### config.mk
export PLATFORM = sky130hd
export DESIGN_NAME = iso_timestamp_to_epoch_ms
export DESIGN_NICKNAME = d
export VERILOG_FILES = /design/src/rtl/isots_pkg.sv /design/src/rtl/isots_front.sv /design/src/rtl/isots_queue.sv /design/src/rtl/isots_back.sv /design/src/rtl/iso_timestamp_to_epoch_ms.sv
export SDC_FILE = /design/constraint.sdc
export NUM_CORES = 2
export LEC_CHECK = 0
export BUFFER_PORTS_ARGS = -buffer_cell sky130_fd_sc_hd__buf_2
export CORE_MARGIN = 10
export CORE_UTILIZATION = 62
export CTS_BUF_LIST = sky130_fd_sc_hd__clkbuf_8
export CTS_CLUSTER_SIZE = 30
export DETAILED_ROUTE_END_ITERATION = 7
export PLACE_DENSITY = 0.76
export SYNTH_ARGS = -nofsm -noshare
export SYNTH_HDL_FRONTEND = slang
export SYNTH_SLANG_ARGS = --single-unit
### constraint.sdc
create_clock -name clk -period 10.76 [get_ports clk]
set_clock_uncertainty 0.1 [all_clocks]
set_input_delay 0 -clock clk [delete_from_list [all_inputs] [get_ports clk]]
set_output_delay 0 -clock clk [all_outputs]
set_load 0.005 [all_outputs]
### src/rtl/isots_pkg.sv
// ----------------------------------------------------------------------------
// isots_pkg: shared types and constants for the timestamp converter
// Holds the parser position codes, the character codes, the record that the
// parser hands to the converter, the converter state type and calendar tables.
// ----------------------------------------------------------------------------
package isots_pkg;

  // Widths of the result and of the working accumulator, and the queue depth.
  localparam int EPOCH_W     = 49;
  localparam int TDATA_OUT_W = 56;
  localparam int QUEUE_DEPTH = 2;

  // Parser positions within the text.
  localparam logic [4:0] PH_YEAR0     = 5'd0;
  localparam logic [4:0] PH_YEAR3     = 5'd3;
  localparam logic [4:0] PH_DASH1     = 5'd4;
  localparam logic [4:0] PH_MON0      = 5'd5;
  localparam logic [4:0] PH_MON1      = 5'd6;
  localparam logic [4:0] PH_DASH2     = 5'd7;
  localparam logic [4:0] PH_DAY0      = 5'd8;
  localparam logic [4:0] PH_DAY1      = 5'd9;
  localparam logic [4:0] PH_SEP_T     = 5'd10;
  localparam logic [4:0] PH_HOUR0     = 5'd11;
  localparam logic [4:0] PH_HOUR1     = 5'd12;
  localparam logic [4:0] PH_COLON1    = 5'd13;
  localparam logic [4:0] PH_MIN0      = 5'd14;
  localparam logic [4:0] PH_MIN1      = 5'd15;
  localparam logic [4:0] PH_COLON2    = 5'd16;
  localparam logic [4:0] PH_SEC0      = 5'd17;
  localparam logic [4:0] PH_SEC1      = 5'd18;
  localparam logic [4:0] PH_TAIL      = 5'd19;
  localparam logic [4:0] PH_FRAC1     = 5'd20;
  localparam logic [4:0] PH_FRACN     = 5'd21;
  localparam logic [4:0] PH_DONE_Z    = 5'd22;
  localparam logic [4:0] PH_OFF_H0    = 5'd23;
  localparam logic [4:0] PH_OFF_H1    = 5'd24;
  localparam logic [4:0] PH_OFF_COLON = 5'd25;
  localparam logic [4:0] PH_OFF_M0    = 5'd26;
  localparam logic [4:0] PH_OFF_M1    = 5'd27;
  localparam logic [4:0] PH_DONE_OFF  = 5'd28;

  // ASCII codes that the parser looks for.
  localparam logic [7:0] CH_ZERO  = 8'h30;
  localparam logic [7:0] CH_NINE  = 8'h39;
  localparam logic [7:0] CH_DASH  = 8'h2D;
  localparam logic [7:0] CH_PLUS  = 8'h2B;
  localparam logic [7:0] CH_COLON = 8'h3A;
  localparam logic [7:0] CH_DOT   = 8'h2E;
  localparam logic [7:0] CH_T     = 8'h54;
  localparam logic [7:0] CH_Z     = 8'h5A;

  // One parsed timestamp, as handed from the parser to the converter.
  typedef struct packed {
    logic        ok;
    logic [13:0] year;
    logic [6:0]  month;
    logic [6:0]  day;
    logic [6:0]  hour;
    logic [6:0]  minute;
    logic [6:0]  second;
    logic [9:0]  millis;
    logic [1:0]  frac_cnt;
    logic        off_neg;
    logic [6:0]  off_hour;
    logic [6:0]  off_minute;
  } rec_t;

  typedef enum logic [2:0] {
    ST_IDLE,
    ST_DIV,
    ST_DAYS,
    ST_HOUR,
    ST_MIN,
    ST_SEC,
    ST_MSEC,
    ST_OFFS
  } back_state_t;

  // Days before the first of a month, counted from the first of March.
  function automatic logic [8:0] month_offset(input logic [3:0] month);
    logic [8:0] res;
    begin
      case (month)
        4'd3:    res = 9'd0;
        4'd4:    res = 9'd31;
        4'd5:    res = 9'd61;
        4'd6:    res = 9'd92;
        4'd7:    res = 9'd122;
        4'd8:    res = 9'd153;
        4'd9:    res = 9'd184;
        4'd10:   res = 9'd214;
        4'd11:   res = 9'd245;
        4'd12:   res = 9'd275;
        4'd1:    res = 9'd306;
        4'd2:    res = 9'd337;
        default: res = 9'd0;
      endcase
      return res;
    end
  endfunction

  // Length of a month; zero for a month number that does not exist.
  function automatic logic [4:0] days_in_month(input logic [3:0] month, input logic leap);
    logic [4:0] res;
    begin
      case (month)
        4'd1, 4'd3, 4'd5, 4'd7, 4'd8, 4'd10, 4'd12: res = 5'd31;
        4'd4, 4'd6, 4'd9, 4'd11:                    res = 5'd30;
        4'd2:    res = leap ? 5'd29 : 5'd28;
        default: res = 5'd0;
      endcase
      return res;
    end
  endfunction

endpackage

### src/rtl/isots_front.sv
// ----------------------------------------------------------------------------
// isots_front: character parser
// Checks each character against its position, collects the date, time,
// fraction and offset digits, and pushes one record on the final character.
// ----------------------------------------------------------------------------
module isots_front (
  input  logic                clk,
  input  logic                rst_n,
  input  logic                in_valid,
  output logic                in_ready,
  input  logic [7:0]          in_char,
  input  logic                in_last,
  input  logic                q_full,
  output logic                q_push,
  output isots_pkg::rec_t     q_rec
);

  logic [4:0]      phase_r, phase_nxt;
  logic            err_r, err_nxt;
  isots_pkg::rec_t acc_r, acc_nxt;
  logic            accept;
  logic            dig;
  logic [3:0]      dval;
  logic            ok;

  assign in_ready = !q_full;
  assign accept   = in_valid && in_ready;
  assign dig      = (in_char >= isots_pkg::CH_ZERO) && (in_char <= isots_pkg::CH_NINE);
  assign dval     = in_char[3:0];

  always_comb begin
    phase_nxt = phase_r;
    acc_nxt   = acc_r;
    ok        = 1'b1;
    if (!err_r) begin
      case (phase_r) inside
        [isots_pkg::PH_YEAR0:isots_pkg::PH_YEAR3]: begin
          ok = dig;
          acc_nxt.year = acc_r.year * 14'd10 + {10'd0, dval};
          phase_nxt = phase_r + 5'd1;
        end
        isots_pkg::PH_MON0, isots_pkg::PH_MON1: begin
          ok = dig;
          acc_nxt.month = acc_r.month * 7'd10 + {3'd0, dval};
          phase_nxt = phase_r + 5'd1;
        end
        isots_pkg::PH_DAY0, isots_pkg::PH_DAY1: begin
          ok = dig;
          acc_nxt.day = acc_r.day * 7'd10 + {3'd0, dval};
          phase_nxt = phase_r + 5'd1;
        end
        isots_pkg::PH_HOUR0, isots_pkg::PH_HOUR1: begin
          ok = dig;
          acc_nxt.hour = acc_r.hour * 7'd10 + {3'd0, dval};
          phase_nxt = phase_r + 5'd1;
        end
        isots_pkg::PH_MIN0, isots_pkg::PH_MIN1: begin
          ok = dig;
          acc_nxt.minute = acc_r.minute * 7'd10 + {3'd0, dval};
          phase_nxt = phase_r + 5'd1;
        end
        isots_pkg::PH_SEC0, isots_pkg::PH_SEC1: begin
          ok = dig;
          acc_nxt.second = acc_r.second * 7'd10 + {3'd0, dval};
          phase_nxt = phase_r + 5'd1;
        end
        isots_pkg::PH_OFF_H0, isots_pkg::PH_OFF_H1: begin
          ok = dig;
          acc_nxt.off_hour = acc_r.off_hour * 7'd10 + {3'd0, dval};
          phase_nxt = phase_r + 5'd1;
        end
        isots_pkg::PH_OFF_M0, isots_pkg::PH_OFF_M1: begin
          ok = dig;
          acc_nxt.off_minute = acc_r.off_minute * 7'd10 + {3'd0, dval};
          phase_nxt = phase_r + 5'd1;
        end
        isots_pkg::PH_DASH1, isots_pkg::PH_DASH2: begin
          ok = (in_char == isots_pkg::CH_DASH);
          phase_nxt = phase_r + 5'd1;
        end
        isots_pkg::PH_SEP_T: begin
          ok = (in_char == isots_pkg::CH_T);
          phase_nxt = phase_r + 5'd1;
        end
        isots_pkg::PH_COLON1, isots_pkg::PH_COLON2, isots_pkg::PH_OFF_COLON: begin
          ok = (in_char == isots_pkg::CH_COLON);
          phase_nxt = phase_r + 5'd1;
        end
        isots_pkg::PH_TAIL, isots_pkg::PH_FRACN: begin
          if ((phase_r == isots_pkg::PH_TAIL) && (in_char == isots_pkg::CH_DOT)) begin
            phase_nxt = isots_pkg::PH_FRAC1;
          end else if ((phase_r == isots_pkg::PH_FRACN) && dig) begin
            // Digits past the third are accepted and dropped.
            if (acc_r.frac_cnt != 2'd3) begin
              acc_nxt.millis   = acc_r.millis * 10'd10 + {6'd0, dval};
              acc_nxt.frac_cnt = acc_r.frac_cnt + 2'd1;
            end
          end else if (in_char == isots_pkg::CH_Z) begin
            phase_nxt = isots_pkg::PH_DONE_Z;
          end else if ((in_char == isots_pkg::CH_PLUS) || (in_char == isots_pkg::CH_DASH)) begin
            acc_nxt.off_neg = (in_char == isots_pkg::CH_DASH);
            phase_nxt = isots_pkg::PH_OFF_H0;
          end else begin
            ok = 1'b0;
          end
        end
        isots_pkg::PH_FRAC1: begin
          ok = dig;
          acc_nxt.millis   = {6'd0, dval};
          acc_nxt.frac_cnt = 2'd1;
          phase_nxt = isots_pkg::PH_FRACN;
        end
        default: begin
          // Anything after the zone designator, or an unused position.
          ok = 1'b0;
        end
      endcase
    end
    err_nxt = err_r || !ok;
    acc_nxt.ok = !err_nxt &&
                 ((phase_nxt == isots_pkg::PH_DONE_Z) || (phase_nxt == isots_pkg::PH_DONE_OFF));
  end

  assign q_push = accept && in_last;
  assign q_rec  = acc_nxt;

  always_ff @(posedge clk) begin
    if (!rst_n) begin
      phase_r <= isots_pkg::PH_YEAR0;
      err_r   <= 1'b0;
      acc_r   <= '0;
    end else if (accept) begin
      if (in_last) begin
        phase_r <= isots_pkg::PH_YEAR0;
        err_r   <= 1'b0;
        acc_r   <= '0;
      end else begin
        phase_r <= phase_nxt;
        err_r   <= err_nxt;
        acc_r   <= acc_nxt;
      end
    end
  end

endmodule

### src/rtl/isots_queue.sv
// ----------------------------------------------------------------------------
// isots_queue: record queue between parser and converter
// A small first-in first-out buffer of parsed records.
// ----------------------------------------------------------------------------
module isots_queue #(
  parameter int DEPTH = isots_pkg::QUEUE_DEPTH
) (
  input  logic            clk,
  input  logic            rst_n,
  input  logic            push,
  input  isots_pkg::rec_t push_rec,
  input  logic            pop,
  output isots_pkg::rec_t pop_rec,
  output logic            full,
  output logic            empty
);

  localparam int PTR_W = (DEPTH > 1) ? $clog2(DEPTH) : 1;
  localparam int CNT_W = $clog2(DEPTH + 1);

  isots_pkg::rec_t  slot_r [DEPTH];
  logic [PTR_W-1:0] wr_ptr_r, rd_ptr_r;
  logic [CNT_W-1:0] cnt_r;
  logic             do_push, do_pop;

  assign full     = (cnt_r == CNT_W'(DEPTH));
  assign empty    = (cnt_r == '0);
  assign do_push  = push && !full;
  assign do_pop   = pop && !empty;
  assign pop_rec  = slot_r[rd_ptr_r];

  always_ff @(posedge clk) begin
    if (do_push) begin
      slot_r[wr_ptr_r] <= push_rec;
    end
  end

  always_ff @(posedge clk) begin
    if (!rst_n) begin
      wr_ptr_r <= '0;
      rd_ptr_r <= '0;
      cnt_r    <= '0;
    end else begin
      if (do_push) begin
        wr_ptr_r <= (wr_ptr_r == PTR_W'(DEPTH - 1)) ? '0 : wr_ptr_r + 1'b1;
      end
      if (do_pop) begin
        rd_ptr_r <= (rd_ptr_r == PTR_W'(DEPTH - 1)) ? '0 : rd_ptr_r + 1'b1;
      end
      if (do_push && !do_pop) begin
        cnt_r <= cnt_r + 1'b1;
      end else if (do_pop && !do_push) begin
        cnt_r <= cnt_r - 1'b1;
      end
    end
  end

endmodule

### src/rtl/isots_back.sv
// ----------------------------------------------------------------------------
// isots_back: calendar converter
// Range-checks one record and turns it into epoch milliseconds with a
// short sequence of multiply-add steps, then holds it in the output register.
// ----------------------------------------------------------------------------
module isots_back (
  input  logic                                 clk,
  input  logic                                 rst_n,
  input  logic                                 q_empty,
  input  isots_pkg::rec_t                      q_rec,
  output logic                                 q_pop,
  output logic                                 out_valid,
  input  logic                                 out_ready,
  output logic                                 out_flag,
  output logic signed [isots_pkg::EPOCH_W-1:0] out_epoch
);

  localparam int AW = isots_pkg::EPOCH_W;

  isots_pkg::back_state_t state_r, state_nxt;
  isots_pkg::rec_t        rec_r, rec_nxt;
  logic [13:0]            y_r, y_nxt;
  logic [7:0]             qy_r, qy_nxt;
  logic [7:0]             qyr_r, qyr_nxt;
  logic signed [24:0]     days_r, days_nxt;
  logic                   vld_r, vld_nxt;
  logic [9:0]             frac_r, frac_nxt;
  logic [12:0]            offm_r, offm_nxt;
  logic signed [AW-1:0]   acc_r, acc_nxt;
  logic                   ovalid_r, ovalid_nxt;
  logic                   oflag_r, oflag_nxt;
  logic signed [AW-1:0]   oepoch_r, oepoch_nxt;

  logic [26:0]            prod_y, prod_yr;
  logic [13:0]            rem100;
  logic                   leap;
  logic [4:0]             dim;
  logic [22:0]            pos;
  logic [28:0]            offp;
  logic signed [AW-1:0]   offs;
  logic                   range_ok;

  assign q_pop     = (state_r == isots_pkg::ST_IDLE) && !q_empty;
  assign out_valid = ovalid_r;
  assign out_flag  = oflag_r;
  assign out_epoch = oepoch_r;

  always_comb begin
    state_nxt  = state_r;
    rec_nxt    = rec_r;
    y_nxt      = y_r;
    qy_nxt     = qy_r;
    qyr_nxt    = qyr_r;
    days_nxt   = days_r;
    vld_nxt    = vld_r;
    frac_nxt   = frac_r;
    offm_nxt   = offm_r;
    acc_nxt    = acc_r;
    ovalid_nxt = ovalid_r && !out_ready;
    oflag_nxt  = oflag_r;
    oepoch_nxt = oepoch_r;

    // Floor division by 100 through a reciprocal: exact below 16384.
    prod_y  = {13'd0, y_r} * 27'd5243;
    prod_yr = {13'd0, rec_r.year} * 27'd5243;

    rem100   = rec_r.year - 14'({6'd0, qyr_r} * 14'd100);
    leap     = (rem100 == 14'd0) ? (qyr_r[1:0] == 2'd0) : (rec_r.year[1:0] == 2'd0);
    dim      = isots_pkg::days_in_month(rec_r.month[3:0], leap);
    range_ok = (rec_r.month >= 7'd1) && (rec_r.month <= 7'd12) &&
               (rec_r.day >= 7'd1) && (rec_r.day <= {2'd0, dim}) &&
               (rec_r.hour <= 7'd23) && (rec_r.minute <= 7'd59) &&
               (rec_r.second <= 7'd59) && (rec_r.off_hour <= 7'd23) &&
               (rec_r.off_minute <= 7'd59);
    // Shifted year Y = year - (Jan/Feb) + 400 keeps the sums non-negative.
    pos = 23'(y_r) * 23'd365 + 23'(y_r[13:2]) - 23'(qy_r) + 23'(qy_r[7:2]) +
          23'(isots_pkg::month_offset(rec_r.month[3:0])) + 23'(rec_r.day);

    offp = 29'(offm_r) * 29'd60000;
    offs = $signed({20'd0, offp});

    case (state_r)
      isots_pkg::ST_IDLE: begin
        if (!q_empty) begin
          rec_nxt   = q_rec;
          y_nxt     = q_rec.year + 14'd400 -
                      {13'd0, (q_rec.month <= 7'd2)};
          state_nxt = isots_pkg::ST_DIV;
        end
      end
      isots_pkg::ST_DIV: begin
        qy_nxt    = prod_y[26:19];
        qyr_nxt   = prod_yr[26:19];
        state_nxt = isots_pkg::ST_DAYS;
      end
      isots_pkg::ST_DAYS: begin
        vld_nxt  = rec_r.ok && range_ok;
        // 865566 = 146097 (era shift) + 719468 (epoch) + 1 (day is 1-based).
        days_nxt = $signed({2'd0, pos}) - 25'sd865566;
        case (rec_r.frac_cnt)
          2'd1:    frac_nxt = rec_r.millis * 10'd100;
          2'd2:    frac_nxt = rec_r.millis * 10'd10;
          default: frac_nxt = rec_r.millis;
        endcase
        offm_nxt  = 13'(rec_r.off_hour) * 13'd60 + 13'(rec_r.off_minute);
        state_nxt = isots_pkg::ST_HOUR;
      end
      isots_pkg::ST_HOUR: begin
        acc_nxt   = AW'(days_r) * 49'sd24 + $signed({42'd0, rec_r.hour});
        state_nxt = isots_pkg::ST_MIN;
      end
      isots_pkg::ST_MIN: begin
        acc_nxt   = acc_r * 49'sd60 + $signed({42'd0, rec_r.minute});
        state_nxt = isots_pkg::ST_SEC;
      end
      isots_pkg::ST_SEC: begin
        acc_nxt   = acc_r * 49'sd60 + $signed({42'd0, rec_r.second});
        state_nxt = isots_pkg::ST_MSEC;
      end
      isots_pkg::ST_MSEC: begin
        acc_nxt   = acc_r * 49'sd1000 + $signed({39'd0, frac_r});
        state_nxt = isots_pkg::ST_OFFS;
      end
      isots_pkg::ST_OFFS: begin
        // Wait here while the previous word is still unclaimed.
        if (!ovalid_r || out_ready) begin
          ovalid_nxt = 1'b1;
          oflag_nxt  = vld_r;
          if (vld_r) begin
            oepoch_nxt = rec_r.off_neg ? acc_r + offs : acc_r - offs;
          end else begin
            oepoch_nxt = '0;
          end
          state_nxt = isots_pkg::ST_IDLE;
        end
      end
      default: begin
        state_nxt = isots_pkg::ST_IDLE;
      end
    endcase
  end

  always_ff @(posedge clk) begin
    if (!rst_n) begin
      state_r  <= isots_pkg::ST_IDLE;
      ovalid_r <= 1'b0;
    end else begin
      state_r  <= state_nxt;
      ovalid_r <= ovalid_nxt;
    end
  end

  always_ff @(posedge clk) begin
    rec_r    <= rec_nxt;
    y_r      <= y_nxt;
    qy_r     <= qy_nxt;
    qyr_r    <= qyr_nxt;
    days_r   <= days_nxt;
    vld_r    <= vld_nxt;
    frac_r   <= frac_nxt;
    offm_r   <= offm_nxt;
    acc_r    <= acc_nxt;
    oflag_r  <= oflag_nxt;
    oepoch_r <= oepoch_nxt;
  end

endmodule

### src/rtl/iso_timestamp_to_epoch_ms.sv
// ----------------------------------------------------------------------------
// iso_timestamp_to_epoch_ms: ISO-8601 timestamp text to epoch milliseconds
// Streams a timestamp in one character per word and returns one word per
// string with a validity flag and the signed milliseconds since 1970.
// ----------------------------------------------------------------------------
// Throughput: one character word per cycle while the queue is not full; the
// converter takes a new record only after it has loaded the last result. The
// result word is set by the seven-step multiply-add sequence of the converter.
// The queue holds two parsed strings, and input stalls while it is full.
// Reset (rst_n low, synchronous) returns the parser to the start of a string,
// empties the queue and drops any result word not yet taken.
// ----------------------------------------------------------------------------
module iso_timestamp_to_epoch_ms #(
  parameter int QUEUE_DEPTH = isots_pkg::QUEUE_DEPTH
) (
  input  logic                                  clk,
  input  logic                                  rst_n,
  // Input channel: one character per word.
  input  logic                                  in_tvalid,
  output logic                                  in_tready,
  input  logic [7:0]                            in_tdata,  // [7:0] char_code
  input  logic                                  in_tlast,  // last_char
  // Result channel: one word per string.
  output logic                                  out_tvalid,
  input  logic                                  out_tready,
  output logic [isots_pkg::TDATA_OUT_W-1:0]     out_tdata, // [48:0] epoch_ms, rest zero
  output logic                                  out_tuser  // [0] valid_res
);

  // The design is split into a front part that parses characters at full rate
  // while the queue has room and a back part that does the calendar arithmetic.
  // They meet at a small record queue, which holds up the front only when full.

  logic                                  q_push;
  logic                                  q_pop;
  logic                                  q_full;
  logic                                  q_empty;
  isots_pkg::rec_t                       push_rec;
  isots_pkg::rec_t                       pop_rec;
  logic signed [isots_pkg::EPOCH_W-1:0]  epoch;

  // Front: checks every character against its position and gathers the
  // numeric fields. On the last character the finished record is pushed.
  isots_front u_front (
    .clk      (clk),
    .rst_n    (rst_n),
    .in_valid (in_tvalid),
    .in_ready (in_tready),
    .in_char  (in_tdata),
    .in_last  (in_tlast),
    .q_full   (q_full),
    .q_push   (q_push),
    .q_rec    (push_rec)
  );

  isots_queue #(
    .DEPTH (QUEUE_DEPTH)
  ) u_queue (
    .clk      (clk),
    .rst_n    (rst_n),
    .push     (q_push),
    .push_rec (push_rec),
    .pop      (q_pop),
    .pop_rec  (pop_rec),
    .full     (q_full),
    .empty    (q_empty)
  );

  // Back: days-from-civil and the time-of-day products, computed in a sequence of
  // steps, ending in the output register that drives the result channel.
  isots_back u_back (
    .clk       (clk),
    .rst_n     (rst_n),
    .q_empty   (q_empty),
    .q_rec     (pop_rec),
    .q_pop     (q_pop),
    .out_valid (out_tvalid),
    .out_ready (out_tready),
    .out_flag  (out_tuser),
    .out_epoch (epoch)
  );

  // The epoch value is padded with zeros up to a whole number of bytes.
  assign out_tdata = {{(isots_pkg::TDATA_OUT_W - isots_pkg::EPOCH_W){1'b0}}, epoch};

endmodule

Word level (Yosys, flattened, before mapping)
Memories as Yosys holds them, arrays and structs flattened. A register that Yosys moved wholly into a read port is not among the register bits.
Index checks and enable logic that the tools add are counted.

operators by class
  add/sub/neg operators = 31
  $mul = 20
  divide/modulo/power cells = 0
  $lt $le $gt $ge = 14
  eq/ne operators = 56
  shifts and indexed selects = 0
  multiplexer cells = 127
  bitwise logic cells = 1
  reductions and logical operators = 56

operators with widths
  kind                                                 count
  two-way mux 7 bit                                    35
  one-hot mux 49 bit (4 select lines)                  1
  two-way mux 12 bit                                   15
  two-way mux 76 bit                                   2
  adder 49 x 8 -> 49 bit                               3
  two-way mux 5 bit                                    19
  == test 5 bit, second input constant                 13
  multiplier 14 x 13 -> 27 bit, second input constant  2
  adder 49 x 11 -> 49 bit                              1
  adder 49 x 30 -> 49 bit                              1
  adder 7 x 4 -> 7 bit                                 7
  multiplier 49 x 5 -> 47 bit, second input constant   1
  multiplier 49 x 8 -> 46 bit, second input constant   1
  multiplier 7 x 3 -> 6 bit, second input constant     7
  two-way mux 49 bit                                   1
  subtractor 49 x 30 -> 49 bit                         1
  two-way mux 1 bit                                    44
  == test 5 x 4 -> 1 bit, second input constant        8
  == test 8 x 6 -> 1 bit, second input constant        4
  multiplier 24 x 3 -> 27 bit, second input constant   1
  multiplier 13 x 11 -> 24 bit, second input constant  1
  one-hot mux 3 bit (8 select lines)                   1
  subtractor 23 x 20 -> 24 bit, second input constant  1
  adder 23 x 12 -> 23 bit                              1
  64 further kinds                                     134

word-level totals
  register bits after elaboration = 344
  latch bits = 0
  RAM bits = 154
  ROM bits = 144
  output and inout port bits = 59
  word-level logic and storage cells = 347
  memories = 2

memory list
  name             depth  width  rd ports  clocked after Yosys merged registers in  wr ports  RTL line           text
  u_queue.slot_r   2      77     1         1                                        1         isots_queue.sv:21  isots_pkg::rec_t slot_r [DEPTH];
  (no name shown)  16     9      1         1                                        0         isots_pkg.sv:83    case (month)

Depth between registers and ports, before layout
  word-level depth = 23
  depth in mapped cells = 33
  mapped depth without buffers = 33

By module
Synthesis repeated with hierarchy kept, for this count alone.

second synthesis, totals
  cell total of the unflattened synthesis = 5,799
  area, all modules = 59,303.1 µm²

modules (own cells, without submodules)
  module                     instances  cells each  area an instance (µm²)
  isots_back                 1          4,619       45,424.8
  isots_front                1          907         7,913.8
  isots_queue                1          265         5,908.2
  iso_timestamp_to_epoch_ms  1          8           56.3

Least setup slack after synthesis
Ideal clock, no wire load.

  path type = flip-flop to flip-flop
  from = register u_back.offm_r[3]
  to = register u_back.oepoch_r[38] (netlist: u_back.out_epoch[38]) (data pin)
  setup time = 0.266 ns
  arrival time = 7.980 ns
  data required time = 10.394 ns
  slack = 2.414 ns
  cell stages (with the launch flop) = 32
  path buffers = 0
  clock period less this slack = 8.346 ns
  cell sequence = edfxtp_1 inv_1 fa_1 inv_1 fa_1 fa_1 inv_1 fa_1 fa_1 inv_1 ha_1 a21oi_1 o21ai_1 or3_1 o22ai_2 xnor2_1 or4_4 or4_4 nor3_4 nor2_1 xnor2_1 ha_1 a21o_1 a21o_1 a311oi_1 nand3_1 o31ai_1 o21bai_1 a21o_1 a21oi_1 xor2_1 nor2_1

between the ends
  longest elaborated chain between the ends = 3
  elaborated cells between the ends (all ways) = 4

RTL lines
  what                                                                     RTL line           text
  start, declared                                                          isots_back.sv:28   logic [12:0] offm_r, offm_nxt;
  start signal, assigned                                                   isots_back.sv:161  offm_r <= offm_nxt;
  multiplier 13 x 11 -> 24 bit *                                           isots_back.sv:79   offp = 29'(offm_r) * 29'd60000;
  subtractor 49 x 30 -> 49 bit or adder 49 x 30 -> 49 bit (tied branches)  isots_back.sv:130  oepoch_nxt = rec_r.off_neg ? acc_r + offs : acc_r - offs;
  two-way mux 49 bit *                                                     isots_back.sv:130
  end signal, assigned                                                     isots_back.sv:164  oepoch_r <= oepoch_nxt;
  end, declared                                                            isots_back.sv:32   logic signed [AW-1:0] oepoch_r, oepoch_nxt;

Every way passes the cells marked *; elsewhere a longest branch is shown, timed or not.
A chain may end at the register's enable or synchronous reset.

Worst setup path after layout
  from = register u_back.offm_r[2]
  to = register u_back.oepoch_r[47] (netlist: u_back.out_epoch[47]) (data pin)

Same word-level chain as after synthesis.

==> flow_summary.ini <==
[outcome]
status = finished clean

[clocking]
clk-insertion-delay-late_ps = 780
ctsResizeCount = 0
numCtsBuffers = 89
clkTransAtPathRegs_ps = 60
cts_buffer_depth = 3
cts_sinks = 508
htree_levels = 3
cts-root-buf = clkbuf_8
cts_tree = done

[logic_synthesis]
synthFlopType = edfxtp_1
yosys-top-cells-area = edfxtp_1, fa_1, ha_1, inv_1, xnor2_1
synth_area_leader_cell = edfxtp_1
synthDominantCellAreaShare_pct = 20.53
ys_warn_count = 0
netlist_area_mm2 = 0.05969
synth-edff-count = 408
ys_types = 111
async_flop_share_pct = 0
synthCells = 5967
ys_top_cells_by_count = ha_1, inv_1, fa_1
ys_ff_latch = 508
synth_most_common_cell = ha_1
yosysSeqAreaShare_pct = 23.88
syn_area_per_cell_um2 = 10.00

[drt]
drc_errors = 0
num_vias = 44100
drt_iter0_drc = 3002
first_pass_iters = 6
via_per_inst = 6.004
wirelength_um = 147400
antenna_left = 0
wl_per_cell_um = 20.07

[timing]
slew_violations = 0
slew-limit-headroom_pct = 25.65
rsz0062_at_grt = false
hold_viol = 0
fin_crit_sh_pct = 89.84
setup_tns_ps = 0
period_needed_ps = 9667
setup-violations-final = 0
clock.fmax_mhz = 103.4
worstMarginPinSlew_ps = 1115

[cells_and_area]
fillers = 7523
fin_area_mm2 = 0.06324
utilization_pct = 66.36
area_growth_pct = 5.945
nNetsFinal = 7421
drive_above_1_share_pct = 6.746
final_cells = 7344

[global_route]
overflow = 0
grt_pass1_vias = 45060
antenna_found_initial = 3
grtUsageTotal_pct = 27.16
grt_pass1_wl_um = 238300
grt_max_degree = 86

[die]
fp.dieW_um = 330.3
start_util_pct = 62.63
core_mm2 = 0.09529
rows = 113
dieArea_mm2 = 0.1091
die_h_um = 330.3
io-pin-count = 72

[placed_design]
dpl.hpwl_um = 116800
dp_cells = 7163
place_area_mm2 = 0.06116
port_buffers = 64
place_congestion = 0.9650

[critical_path]
cpPeakStageDelay_ps = 690
cp-start-kind = register
cp.required_ps = 11090
worst-r2r-cell-count = 31
cp_data_arrival_time_ps = 10000
cp-end-kind = register
cp_max_fo = 9
critPathSlowestCell = nor2b_1
cp_common_cell = fa_1
path_class = register to register

[min_path]
min_path_cells = 10
hold_path_class = input port to register

[run]
drv_cap = 0
-- flip-flops by register name (all words and copies together) (netlist names), named ones only --
| name | count |
|---|---|
| u_back.acc_r | 49 |
| u_back.days_r | 24 |
| u_back.frac_r | 10 |
| u_back.offm_r | 13 |
| u_back.out_epoch | 49 |
| u_back.out_flag | 1 |
| u_back.out_valid | 1 |
| u_back.qy_r | 8 |
| u_back.qyr_r | 8 |
| u_back.rec_r | 77 |
| u_back.state_r | 3 |
| u_back.vld_r | 1 |
| u_back.y_r | 14 |
| u_front.acc_r | 76 |
| u_front.err_r | 1 |
| u_front.phase_r | 5 |
| u_queue.cnt_r | 2 |
| u_queue.rd_ptr_r | 1 |
| u_queue.slot_r | 154 |
| u_queue.wr_ptr_r | 1 |
-- per-layer routing --
metal	GRT usage [%]	wire (µm)
met5	0	32
met4	11.99	6953
met3	3.599	7717
met2	47.09	72670
met1	33.62	60020
-- final cells by class --
class | instances | area, µm² | share of cell area, %
inverter | 826 | 3100 | 4.903
sequential | 508 | 14260 | 22.55
antenna | 1 | 2.502 | 0.003957
timing repair buffer | 106 | 675.6 | 1.068
clock inverter | 64 | 534.3 | 0.8449
clock buffer | 100 | 1376 | 2.176
multi-input combinational | 4474 | 41710 | 65.95
tap | 1265 | 1583 | 2.503
-- path summary, 6_finish.rpt --
path | from | endpoint | slack [ps]
hold / removal | in_tdata[5] | u_front.phase_r[1] | 150
setup / recovery | u_back.offm_r[2] | u_back.out_epoch[47] | 1090
setup reg to reg | u_back.offm_r[2] | u_back.out_epoch[47] | 1090
hold reg to reg | u_queue.cnt_r[1] | u_queue.cnt_r[1] | 410
-- per-stage QoR --
| step | setup slack (ps) | hold slack [ps] |
|---|---|---|
| after floorplan | 2414 | 38.72 |
| after global placement | 1227 | 200.4 |
| after detailed placement | 1101 | 217.0 |
| after CTS | 1030 | 88.74 |
| after global routing | 350.6 | 200.0 |
| final | 1093 | 150.5 |
-- cell families (layout without fill, tap and decap cells) --
kind of cell	Yosys count	in the layout	share of synthesized area, %
mux	135	135	2.482
fa+ha+maj	1403	1403	36.34
buf+inv	991	1096	6.383
xor+xnor	442	442	6.521
simple gates	1316	1316	11.22
flops	508	508	23.88
compound gates	1171	1171	13.17
other cells	1	8	0.006283
-- repair_timing --
item,CTS,global route
setup endpoints to repair,0,0
setup buffers,0,0
hold buffers,16,0
endpoints found under the hold margin,98,0
-- cell usage in the layout (no fill, tap or decap), types with 16 or more instances in the layout --
cell type	n
a211oi_1	29
a21o_1	132
a21oi_1	276
a22oi_1	105
a31oi_1	42
and2_1	44
and3_1	38
buf_2	64
buf_4	26
clkbuf_8	100
dfxtp_1	99
dlygate4sd3_1	16
edfxtp_1	408
fa_1	551
ha_1	852
inv_1	845
mux2_2	103
mux2i_1	31
nand2_1	271
nand2b_1	43
nand3_1	89
nand3b_1	19
nand4_1	65
nor2_1	386
nor2b_1	52
nor3_1	122
nor3b_1	27
nor4_1	24
o211ai_1	38
o21a_1	51
o21ai_0	201
o21bai_1	38
o221ai_1	21
o31ai_1	23
or3_1	35
xnor2_1	287
xor2_1	153
-- worst max-delay path: cells and delay by family (launching register included) --
| family | cells | cell delay, ps |
|---|---|---|
| AO/OA/AOI/OAI | 11 | 2490 |
| XOR/XNOR | 3 | 540 |
| adder cells (fa/ha/maj) | 7 | 3150 |
| buffers and inverters | 4 | 290 |
| flip-flops | 1 | 490 |
| AND/OR/NAND/NOR | 6 | 2330 |
Power is not shown: default switching activity piles up to over one toggle a cycle in this logic, so the estimate is an artifact.
